File: src/rtl/bole_pkg.sv
// ----------------------------------------------------------------------------
// bole_pkg
// Shared types and constants of the bounded ordered list engine.
// ----------------------------------------------------------------------------
package bole_pkg;

	localparam int CAPACITY    = 16;
	localparam int MAX_RESULTS = 16;
	localparam int READ_LIMIT  = (CAPACITY < MAX_RESULTS) ? CAPACITY : MAX_RESULTS;

	localparam int DATA_W = 32;
	localparam int POS_W  = 8;
	localparam int IDX_W  = 5;
	localparam int ADDR_W = (CAPACITY > 1) ? $clog2(CAPACITY) : 1;
	localparam int CNT_W  = $clog2(CAPACITY + 1);
	// Width for compares that mix counts, positions and pointers plus a small offset.
	localparam int CMP_W  = ((CNT_W > POS_W) ? CNT_W : POS_W) + 1;

	typedef enum logic [1:0] {
		OP_INS_HEAD = 2'd0,
		OP_INS_POS  = 2'd1,
		OP_DELETE   = 2'd2,
		OP_READ     = 2'd3
	} op_t;

	typedef enum logic [2:0] {
		ST_OK        = 3'd0,
		ST_BAD_POS   = 3'd1,
		ST_NOT_FOUND = 3'd2,
		ST_EMPTY     = 3'd3,
		ST_FULL      = 3'd4
	} status_t;

	typedef enum logic [2:0] {
		S_IDLE,
		S_INS_SHIFT,
		S_INS_PLACE,
		S_DEL_SEARCH,
		S_DEL_SHIFT,
		S_READOUT,
		S_RESP
	} state_t;

	typedef struct packed {
		logic                     rd_en;
		logic [ADDR_W-1:0]        rd_addr;
		logic                     wr_en;
		logic [ADDR_W-1:0]        wr_addr;
		logic signed [DATA_W-1:0] wr_data;
	} ram_req_t;

endpackage

File: src/rtl/bole_if.sv
// ----------------------------------------------------------------------------
// bole_if
// Valid/ready channels of the bounded ordered list engine.
// ----------------------------------------------------------------------------
interface bole_cmd_if;
	import bole_pkg::*;

	logic                     valid;
	logic                     ready;
	op_t                      operation;
	logic signed [DATA_W-1:0] value;
	logic [POS_W-1:0]         position;

	modport source (output valid, operation, value, position, input ready);
	modport sink   (input valid, operation, value, position, output ready);
endinterface

interface bole_rsp_if;
	import bole_pkg::*;

	logic                     valid;
	logic                     ready;
	status_t                  status;
	logic signed [DATA_W-1:0] item_value;
	logic [IDX_W-1:0]         item_index;
	logic                     last;

	modport source (output valid, status, item_value, item_index, last, input ready);
	modport sink   (input valid, status, item_value, item_index, last, output ready);
endinterface

File: src/rtl/bole_ram.sv
// ----------------------------------------------------------------------------
// bole_ram
// Generic single-clock RAM, one write port and one read port with registered read.
// ----------------------------------------------------------------------------
module bole_ram #(
	parameter int WIDTH = 32,
	parameter int DEPTH = 16
) (
	input  logic                                          clk,
	input  logic                                          wr_en,
	input  logic [((DEPTH > 1) ? $clog2(DEPTH) : 1)-1:0]  wr_addr,
	input  logic [WIDTH-1:0]                              wr_data,
	input  logic                                          rd_en,
	input  logic [((DEPTH > 1) ? $clog2(DEPTH) : 1)-1:0]  rd_addr,
	output logic [WIDTH-1:0]                              rd_data
);

	logic [WIDTH-1:0] mem [DEPTH];

	always_ff @(posedge clk) begin
		if (wr_en) begin
			mem[wr_addr] <= wr_data;
		end
		// Read data holds until the next read.
		if (rd_en) begin
			rd_data <= mem[rd_addr];
		end
	end

endmodule

File: src/rtl/bole_ctrl.sv
// ----------------------------------------------------------------------------
// bole_ctrl
// Sequencer of the list: searches and shifts the list memory one entry a cycle
// and holds the result register.
// ----------------------------------------------------------------------------
module bole_ctrl (
	input  logic                                clk,
	input  logic                                arst_n,
	bole_cmd_if.sink                            cmd,
	bole_rsp_if.source                          rsp,
	output bole_pkg::ram_req_t                  ram_req,
	input  logic signed [bole_pkg::DATA_W-1:0]  ram_rd_data
);
	import bole_pkg::*;

	state_t                   state_q, state_d;
	logic [CNT_W-1:0]         count_q, count_d;
	logic [ADDR_W-1:0]        ptr_q, ptr_d;
	logic [ADDR_W-1:0]        slot_q, slot_d;
	logic signed [DATA_W-1:0] value_q, value_d;

	status_t                  res_status_q, res_status_d;
	logic signed [DATA_W-1:0] res_value_q, res_value_d;
	logic [IDX_W-1:0]         res_index_q, res_index_d;

	logic                     out_valid_q, out_valid_d;
	status_t                  out_status_q, out_status_d;
	logic signed [DATA_W-1:0] out_value_q, out_value_d;
	logic [IDX_W-1:0]         out_index_q, out_index_d;
	logic                     out_last_q, out_last_d;

	logic             cmd_fire;
	logic             out_free;
	logic             is_full;
	logic             pos_bad;
	logic [CMP_W-1:0] count_x;
	logic [CMP_W-1:0] pos_x;
	logic [CMP_W-1:0] ptr_x;
	logic [CMP_W-1:0] slot_x;
	logic [ADDR_W-1:0] ins_slot;
	logic             read_final;

	assign cmd.ready   = (state_q == S_IDLE);
	assign cmd_fire    = cmd.valid && cmd.ready;
	assign out_free    = !out_valid_q || rsp.ready;

	assign count_x  = CMP_W'(count_q);
	assign pos_x    = CMP_W'(cmd.position);
	assign ptr_x    = CMP_W'(ptr_q);
	assign slot_x   = CMP_W'(slot_q);
	assign is_full  = (count_x >= CMP_W'(CAPACITY));
	// Position 1 on an empty list is the only way past the count.
	assign pos_bad  = (pos_x == '0) ||
		((pos_x > count_x) && !((pos_x == CMP_W'(1)) && (count_x == '0)));
	assign ins_slot = (cmd.operation == OP_INS_POS) ?
		ADDR_W'(pos_x - CMP_W'(1)) : '0;
	assign read_final = ((ptr_x + CMP_W'(1)) == count_x) ||
		((ptr_x + CMP_W'(1)) == CMP_W'(READ_LIMIT));

	assign rsp.valid      = out_valid_q;
	assign rsp.status     = out_status_q;
	assign rsp.item_value = out_value_q;
	assign rsp.item_index = out_index_q;
	assign rsp.last       = out_last_q;

	always_ff @(posedge clk or negedge arst_n) begin
		if (!arst_n) begin
			state_q     <= S_IDLE;
			count_q     <= '0;
			out_valid_q <= 1'b0;
		end else begin
			state_q     <= state_d;
			count_q     <= count_d;
			out_valid_q <= out_valid_d;
		end
	end

	always_ff @(posedge clk) begin
		ptr_q        <= ptr_d;
		slot_q       <= slot_d;
		value_q      <= value_d;
		res_status_q <= res_status_d;
		res_value_q  <= res_value_d;
		res_index_q  <= res_index_d;
		out_status_q <= out_status_d;
		out_value_q  <= out_value_d;
		out_index_q  <= out_index_d;
		out_last_q   <= out_last_d;
	end

	always_comb begin
		state_d      = state_q;
		count_d      = count_q;
		ptr_d        = ptr_q;
		slot_d       = slot_q;
		value_d      = value_q;
		res_status_d = res_status_q;
		res_value_d  = res_value_q;
		res_index_d  = res_index_q;
		out_valid_d  = out_valid_q && !rsp.ready;
		out_status_d = out_status_q;
		out_value_d  = out_value_q;
		out_index_d  = out_index_q;
		out_last_d   = out_last_q;
		ram_req      = '0;

		case (state_q)
			S_IDLE: begin
				if (cmd_fire) begin
					value_d      = cmd.value;
					res_value_d  = '0;
					res_index_d  = '0;
					res_status_d = ST_OK;
					case (cmd.operation)
						OP_INS_HEAD, OP_INS_POS: begin
							slot_d = ins_slot;
							if (is_full) begin
								res_status_d = ST_FULL;
								state_d      = S_RESP;
							end else if (cmd.operation == OP_INS_POS && pos_bad) begin
								res_status_d = ST_BAD_POS;
								state_d      = S_RESP;
							end else if (count_x > CMP_W'(ins_slot)) begin
								// Move the tail up one entry at a time, from the end.
								ram_req.rd_en   = 1'b1;
								ram_req.rd_addr = ADDR_W'(count_x - CMP_W'(1));
								ptr_d           = ADDR_W'(count_x);
								state_d         = S_INS_SHIFT;
							end else begin
								state_d = S_INS_PLACE;
							end
						end
						OP_DELETE, OP_READ: begin
							if (count_q == '0) begin
								res_status_d = ST_EMPTY;
								state_d      = S_RESP;
							end else begin
								ram_req.rd_en   = 1'b1;
								ram_req.rd_addr = '0;
								ptr_d           = '0;
								state_d         = (cmd.operation == OP_DELETE) ?
									S_DEL_SEARCH : S_READOUT;
							end
						end
						default: begin
							state_d = S_IDLE;
						end
					endcase
				end
			end

			S_INS_SHIFT: begin
				ram_req.wr_en   = 1'b1;
				ram_req.wr_addr = ptr_q;
				ram_req.wr_data = ram_rd_data;
				if (ptr_x > slot_x + CMP_W'(1)) begin
					ram_req.rd_en   = 1'b1;
					ram_req.rd_addr = ADDR_W'(ptr_x - CMP_W'(2));
					ptr_d           = ADDR_W'(ptr_x - CMP_W'(1));
				end else begin
					state_d = S_INS_PLACE;
				end
			end

			S_INS_PLACE: begin
				ram_req.wr_en   = 1'b1;
				ram_req.wr_addr = slot_q;
				ram_req.wr_data = value_q;
				count_d         = count_q + CNT_W'(1);
				state_d         = S_RESP;
			end

			S_DEL_SEARCH: begin
				if (ram_rd_data == value_q) begin
					res_value_d = ram_rd_data;
					res_index_d = IDX_W'(ptr_x + CMP_W'(1));
					if (ptr_x + CMP_W'(1) < count_x) begin
						ram_req.rd_en   = 1'b1;
						ram_req.rd_addr = ADDR_W'(ptr_x + CMP_W'(1));
						state_d         = S_DEL_SHIFT;
					end else begin
						count_d = count_q - CNT_W'(1);
						state_d = S_RESP;
					end
				end else if (ptr_x + CMP_W'(1) < count_x) begin
					ram_req.rd_en   = 1'b1;
					ram_req.rd_addr = ADDR_W'(ptr_x + CMP_W'(1));
					ptr_d           = ADDR_W'(ptr_x + CMP_W'(1));
				end else begin
					res_status_d = ST_NOT_FOUND;
					state_d      = S_RESP;
				end
			end

			S_DEL_SHIFT: begin
				// Close the gap: entry ptr takes the entry above it.
				ram_req.wr_en   = 1'b1;
				ram_req.wr_addr = ptr_q;
				ram_req.wr_data = ram_rd_data;
				if (ptr_x + CMP_W'(2) < count_x) begin
					ram_req.rd_en   = 1'b1;
					ram_req.rd_addr = ADDR_W'(ptr_x + CMP_W'(2));
					ptr_d           = ADDR_W'(ptr_x + CMP_W'(1));
				end else begin
					count_d = count_q - CNT_W'(1);
					state_d = S_RESP;
				end
			end

			S_READOUT: begin
				// The read data holds while the result register is occupied.
				if (out_free) begin
					out_valid_d  = 1'b1;
					out_status_d = ST_OK;
					out_value_d  = ram_rd_data;
					out_index_d  = IDX_W'(ptr_x + CMP_W'(1));
					out_last_d   = read_final;
					if (read_final) begin
						state_d = S_IDLE;
					end else begin
						ram_req.rd_en   = 1'b1;
						ram_req.rd_addr = ADDR_W'(ptr_x + CMP_W'(1));
						ptr_d           = ADDR_W'(ptr_x + CMP_W'(1));
					end
				end
			end

			S_RESP: begin
				if (out_free) begin
					out_valid_d  = 1'b1;
					out_status_d = res_status_q;
					out_value_d  = res_value_q;
					out_index_d  = res_index_q;
					out_last_d   = 1'b1;
					state_d      = S_IDLE;
				end
			end

			default: begin
				state_d = S_IDLE;
			end
		endcase
	end

	a_no_same_entry: assert property (@(posedge clk) disable iff (!arst_n)
		(ram_req.rd_en && ram_req.wr_en) |-> (ram_req.rd_addr != ram_req.wr_addr))
		else $error("list memory read and written at the same entry");

	a_count_bound: assert property (@(posedge clk) disable iff (!arst_n)
		CMP_W'(count_q) <= CMP_W'(CAPACITY))
		else $error("element count exceeds capacity");

	a_busy_after_accept: assert property (@(posedge clk) disable iff (!arst_n)
		cmd_fire |=> (state_q != S_IDLE))
		else $error("transaction accepted without any work");

	a_count_step: assert property (@(posedge clk) disable iff (!arst_n)
		(count_q == $past(count_q)) || (count_q == $past(count_q) + CNT_W'(1)) ||
		(count_q == $past(count_q) - CNT_W'(1)))
		else $error("element count moved by more than one");

endmodule

File: src/rtl/bounded_ordered_list_engine.sv
// Bounded ordered list engine. Holds an ordered list of up to CAPACITY signed
// 32-bit values in a single-port-read, single-port-write memory and takes one
// command transaction at a time. An insert moves the tail up one entry per
// cycle, then writes the new value and presents its response.
// A delete scans one entry per cycle until the key is found, then moves the rest
// of the list down one entry per cycle. A read-out gives one response
// transaction per element, one per cycle while the sink is ready. All of these
// rates follow from the one read and one write the list memory offers per
// cycle. Every command ends with exactly one response marked last; a new
// command is taken as soon as the previous one has loaded its final response,
// even while that response still waits for the sink.
// ----------------------------------------------------------------------------
// bounded_ordered_list_engine
// Top level: list memory and the sequencer that searches and shifts it.
// ----------------------------------------------------------------------------
module bounded_ordered_list_engine (
	input  logic       clk,
	input  logic       arst_n,
	bole_cmd_if.sink   cmd,
	bole_rsp_if.source rsp
);
	import bole_pkg::*;

	ram_req_t                 ram_req;
	logic signed [DATA_W-1:0] ram_rd_data;

	bole_ctrl u_ctrl (
		.clk         (clk),
		.arst_n      (arst_n),
		.cmd         (cmd),
		.rsp         (rsp),
		.ram_req     (ram_req),
		.ram_rd_data (ram_rd_data)
	);

	bole_ram #(
		.WIDTH (DATA_W),
		.DEPTH (CAPACITY)
	) u_list_ram (
		.clk     (clk),
		.wr_en   (ram_req.wr_en),
		.wr_addr (ram_req.wr_addr),
		.wr_data (ram_req.wr_data),
		.rd_en   (ram_req.rd_en),
		.rd_addr (ram_req.rd_addr),
		.rd_data (ram_rd_data)
	);

endmodule

File: src/flat_wrapper.sv
// flat-port wrapper written by rule: the top's interface ports become plain ports
module bounded_ordered_list_engine_flat import bole_pkg::*;
  (clk, arst_n, cmd_valid, cmd_operation, cmd_value, cmd_position, cmd_ready, rsp_valid, rsp_status, rsp_item_value, rsp_item_index, rsp_last, rsp_ready);
  bole_cmd_if cmd_i ();
  bole_rsp_if rsp_i ();
  input  logic clk;
  input  logic arst_n;
  input wire logic [$bits(cmd_i.valid)-1:0] cmd_valid;
  input wire logic [$bits(cmd_i.operation)-1:0] cmd_operation;
  input wire logic [$bits(cmd_i.value)-1:0] cmd_value;
  input wire logic [$bits(cmd_i.position)-1:0] cmd_position;
  output wire logic [$bits(cmd_i.ready)-1:0] cmd_ready;
  output wire logic [$bits(rsp_i.valid)-1:0] rsp_valid;
  output wire logic [$bits(rsp_i.status)-1:0] rsp_status;
  output wire logic [$bits(rsp_i.item_value)-1:0] rsp_item_value;
  output wire logic [$bits(rsp_i.item_index)-1:0] rsp_item_index;
  output wire logic [$bits(rsp_i.last)-1:0] rsp_last;
  input wire logic [$bits(rsp_i.ready)-1:0] rsp_ready;
  assign cmd_i.valid = cmd_valid;
  assign cmd_i.operation = cmd_operation;
  assign cmd_i.value = cmd_value;
  assign cmd_i.position = cmd_position;
  assign cmd_ready = cmd_i.ready;
  assign rsp_valid = rsp_i.valid;
  assign rsp_status = rsp_i.status;
  assign rsp_item_value = rsp_i.item_value;
  assign rsp_item_index = rsp_i.item_index;
  assign rsp_last = rsp_i.last;
  assign rsp_i.ready = rsp_ready;
  bounded_ordered_list_engine u_core (.clk(clk), .arst_n(arst_n), .cmd(cmd_i), .rsp(rsp_i));
endmodule
File: config.mk
export PLATFORM = sky130hd
export DESIGN_NAME = bounded_ordered_list_engine_flat
export DESIGN_NICKNAME = d
export VERILOG_FILES = /design/src/rtl/bole_pkg.sv /design/src/rtl/bole_if.sv /design/src/rtl/bole_ram.sv /design/src/rtl/bole_ctrl.sv /design/src/rtl/bounded_ordered_list_engine.sv /design/src/flat_wrapper.sv
export SDC_FILE = /design/constraint.sdc
export NUM_CORES = 1
export LEC_CHECK = 0
export ABC_AREA = 1
export BUFFER_PORTS_ARGS = -buffer_cell sky130_fd_sc_hd__buf_2
export CORE_ASPECT_RATIO = 0.9
export CORE_MARGIN = 2
export CORE_UTILIZATION = 55
export CTS_CLUSTER_DIAMETER = 30
export DETAILED_ROUTE_END_ITERATION = 8
export PLACE_DENSITY = 0.81
export SETUP_SLACK_MARGIN = 0.1
export SLEW_MARGIN = 20
export SYNTH_ARGS = -nofsm -noshare
export SYNTH_HDL_FRONTEND = slang
export SYNTH_HIERARCHICAL = 1
export SYNTH_SLANG_ARGS = --single-unit
File: constraint.sdc
create_clock -name clk -period 7.3 [get_ports clk]
set_clock_uncertainty 0.05 [all_clocks]
set_input_delay 1.095 -clock clk [delete_from_list [all_inputs] [get_ports clk]]
set_output_delay 1.095 -clock clk [all_outputs]
set_load 0.02 [all_outputs]
==> out/qor.yml <==
status: "complete, but fails checks"
violations: "design-rule violations"
die_height_um: 226
coreArea_mm2: 0.0543
nets: 3112
die_area_mm2: 0.0568
drv_cap: 0
pwr-share-seq_pct: 33.2
grt_pass1_wl_mm: 117
cts_setup_buffers: 0
hp-class: "input pin to async pin"
drtAntennaViolNets: 0
rows: 81
grt_start_max_net_pins: 162
max_slew_margin_pct: 27.0
synth_area_mm2: 0.0302
synth_flop_cell: "edfxtp_1"
regToRegSetupSlack_ps: 2370
p_sw_share_pct: 40.0
yosysSeqAreaShare_pct: 66.9
initialDrtViolationCount: 2778
arrival_ps: 5260
global_route.overflow_total: 0
start_util_pct: 55.6
critPathKind: "flip-flop to flip-flop"
worstSetupEndpointType: "flip-flop"
p_leak_nw: 15.1
rsz0062_at_grt: "false"
synthArstFlopShare_pct: 1.34
combPwrFrac_pct: 38.6
dr.pass1.iters: 9
synth-edff-count: 665
finalInstanceArea_mm2: 0.0353
critPathMaxFanout: 126
hold_violations: 0
clock-sinks: 674
fmax_ghz: 0.203
final_cell_mix: "nand2_1, edfxtp_1, inv_1"
critPathLaunchType: "flip-flop"
path_clk_slew_ps: 50
track_usage_pct: 27.2
place_area_mm2: 0.0313
htreeDepth: 3
final_layout_size_suffix_gt1_share_pct: 12.7
intPower_mw: 11.5
layout_commonest_cell: "nand2_1"
via_per_inst: 5.64
synth-seq-cells: 674
hold_buffers: 0
setup_ws_ps: 2370
clock_path_buffers: 3
antenna_found_initial: 0
synth_cell_types: 40
cts_root_buffer: "clkbuf_16"
pin_count: 89
yosysWarnings: 6
place_congestion: 0.901
grt_pass1_vias: 21400
finalPower_mw: 19.1
period_needed_ps: 4930
powerDensity_mw_per_mm2: 541
port_buffers: 88
syn-instance-count: 2904
clkLatencyLatePin_ps: 650
ir_worst_vdd_uv: 444
die_w_um: 251
syn_to_final_growth_pct: 17.0
p_clk_share_pct: 28.1
hpwl_mm: 39.4
worst_slew_pin_slew_ps: 1090
cts_tree: "built"
numCtsBuffers: 111
slew_violations: 0
crit_required_ps: 7630
switchingPower_mw: 7.64
antenna_cells: 0
wl_mm: 77.5
fin_crit_sh_pct: 67.5
pre_cts_slack_ps: 2330
avgSynthCellArea_um2: 10.4
postCtsResizedCells: 0
drc: 1
setup_tns_ps: 0
setup_viol: 0
synth_fp_nets: 2988
wl_per_cell_um: 20.2
vias: 21600
sequential cells by signal (all words and copies together) (netlist names), 3 cells and up:
name,cells
u_core/u_ctrl/state_q,3
u_core/u_ctrl/slot_q,4
u_core/u_ctrl/ptr_q,4
u_core/u_ctrl/rsp.status,3
u_core/u_ctrl/rsp.item_value,32
u_core/u_ctrl/res_index_q,5
u_core/u_list_ram/rd_data,32
u_core/u_ctrl/rsp.item_index,5
u_core/u_ctrl/count_q,5
u_core/u_ctrl/res_value_q,32
u_core/u_list_ram/mem,512
u_core/u_ctrl/value_q,32
u_core/u_ctrl/res_status_q,3
power groups by stage:
stage / combinational, mW / clock [mW] / sequential, mW
2_1_floorplan: 4.93 / 0 / 6.44
3_3_place_gp: 6.77 / 0 / 6.38
3_5_place_dp: 6.97 / 0 / 6.41
4_1_cts: 7.14 / 5.41 / 6.35
5_1_grt: 8.00 / 5.58 / 6.41
6_report: 7.39 / 5.38 / 6.35
final timing paths:
path	start	to	cells after the start
max in group asynchronous	arst_n	u_core/u_ctrl/state_q[2]	1
min in group clk	u_core/u_ctrl/res_status_q[2]	u_core/u_ctrl/rsp.status[2]	2
hold reg to reg	u_core/u_ctrl/res_status_q[2]	u_core/u_ctrl/rsp.status[2]	2
setup reg to reg	u_core/u_ctrl/ptr_q[0]	u_core/u_list_ram/rd_data[18]	19
setup / recovery	u_core/u_ctrl/ptr_q[0]	u_core/u_list_ram/rd_data[18]	19
hold / removal	arst_n	u_core/u_ctrl/count_q[2]	1
critical path, cell delays in order (launching register included):
cell	delay, ps
edfxtp_1	570
ha_1	320
xnor2_1	410
inv_1	150
ha_1	320
nand2_1	50
nor2_1	140
nand2_1	110
and2_4	200
nand3_2	80
nand2_2	80
nor2_1	180
o21ai_4	110
inv_6	630
buf_4	510
nand2_1	100
nand3_1	100
nand3_1	110
nand3_1	140
nand2_1	70
layout make-up:
class                   instances  area (um^2)
clock buffers                 121         2860
flip-flops and latches        674        20200
multi-input cells            1593         7580
well taps                     705          882
inverters                     510         1930
clock inverters                86         1060
repair buffers                138          848
fillers                      3596        19000
Yosys cell counts, types with 2 or more instances:
master | instances | area share [%]
nand2_1 | 831 | 10
edfxtp_1 | 665 | 66
inv_1 | 499 | 6.2
nand3_1 | 406 | 6.7
nor2_1 | 141 | 1.8
a21oi_1 | 54 | 0.89
buf_2 | 46 | 0.76
ha_1 | 37 | 1.5
buf_6 | 30 | 1.1
clkbuf_1 | 26 | 0.32
o21ai_0 | 25 | 0.41
xnor2_1 | 21 | 0.61
buf_1 | 17 | 0.21
o22ai_1 | 17 | 0.35
nand4_1 | 13 | 0.27
dfrtp_1 | 9 | 0.75
inv_2 | 9 | 0.11
buf_4 | 7 | 0.17
nand2_2 | 6 | 0.12
o21ai_1 | 6 | 0.099
xor2_1 | 6 | 0.17
nand3_2 | 5 | 0.17
nor3_1 | 5 | 0.083
o221ai_1 | 3 | 0.087
nand3b_1 | 2 | 0.050
nor2_2 | 2 | 0.041
o21ai_2 | 2 | 0.058
or2_2 | 2 | 0.041
logic make-up (layout without fill, tap and decap cells):
group,Yosys count,after routing,share of synthesized area (%)
DFF,674,674,66.9
adders and majority gates,38,38,1.60
buffers and inverters,637,855,9.01
xor gates and xnor gates,27,27,0.783
AOI/OAI and AO/OA,113,113,2.12
and+or+nand+nor,1415,1415,19.6
metrics by stage:
step | util, % | instances | hold slack [ps]
after detailed placement | 57.7 | 3619 | 506
after CTS | 64.9 | 3826 | 242
after floorplan | - | 2904 | 469
final | 65.1 | 3827 | 251
after global routing | 65.1 | 3827 | 263
after global placement | 57.6 | 3619 | 485
metal layers:
metal	vias to the layer above	GRT usage (%)	share of wire, %
li1	9744	-	-
met1	10100	33.4	36
met2	1453	45.2	48
met3	302	5.95	12
met4	0	14.8	5.0
met5	-	0	0
Power figures use the tool's default switching activity.
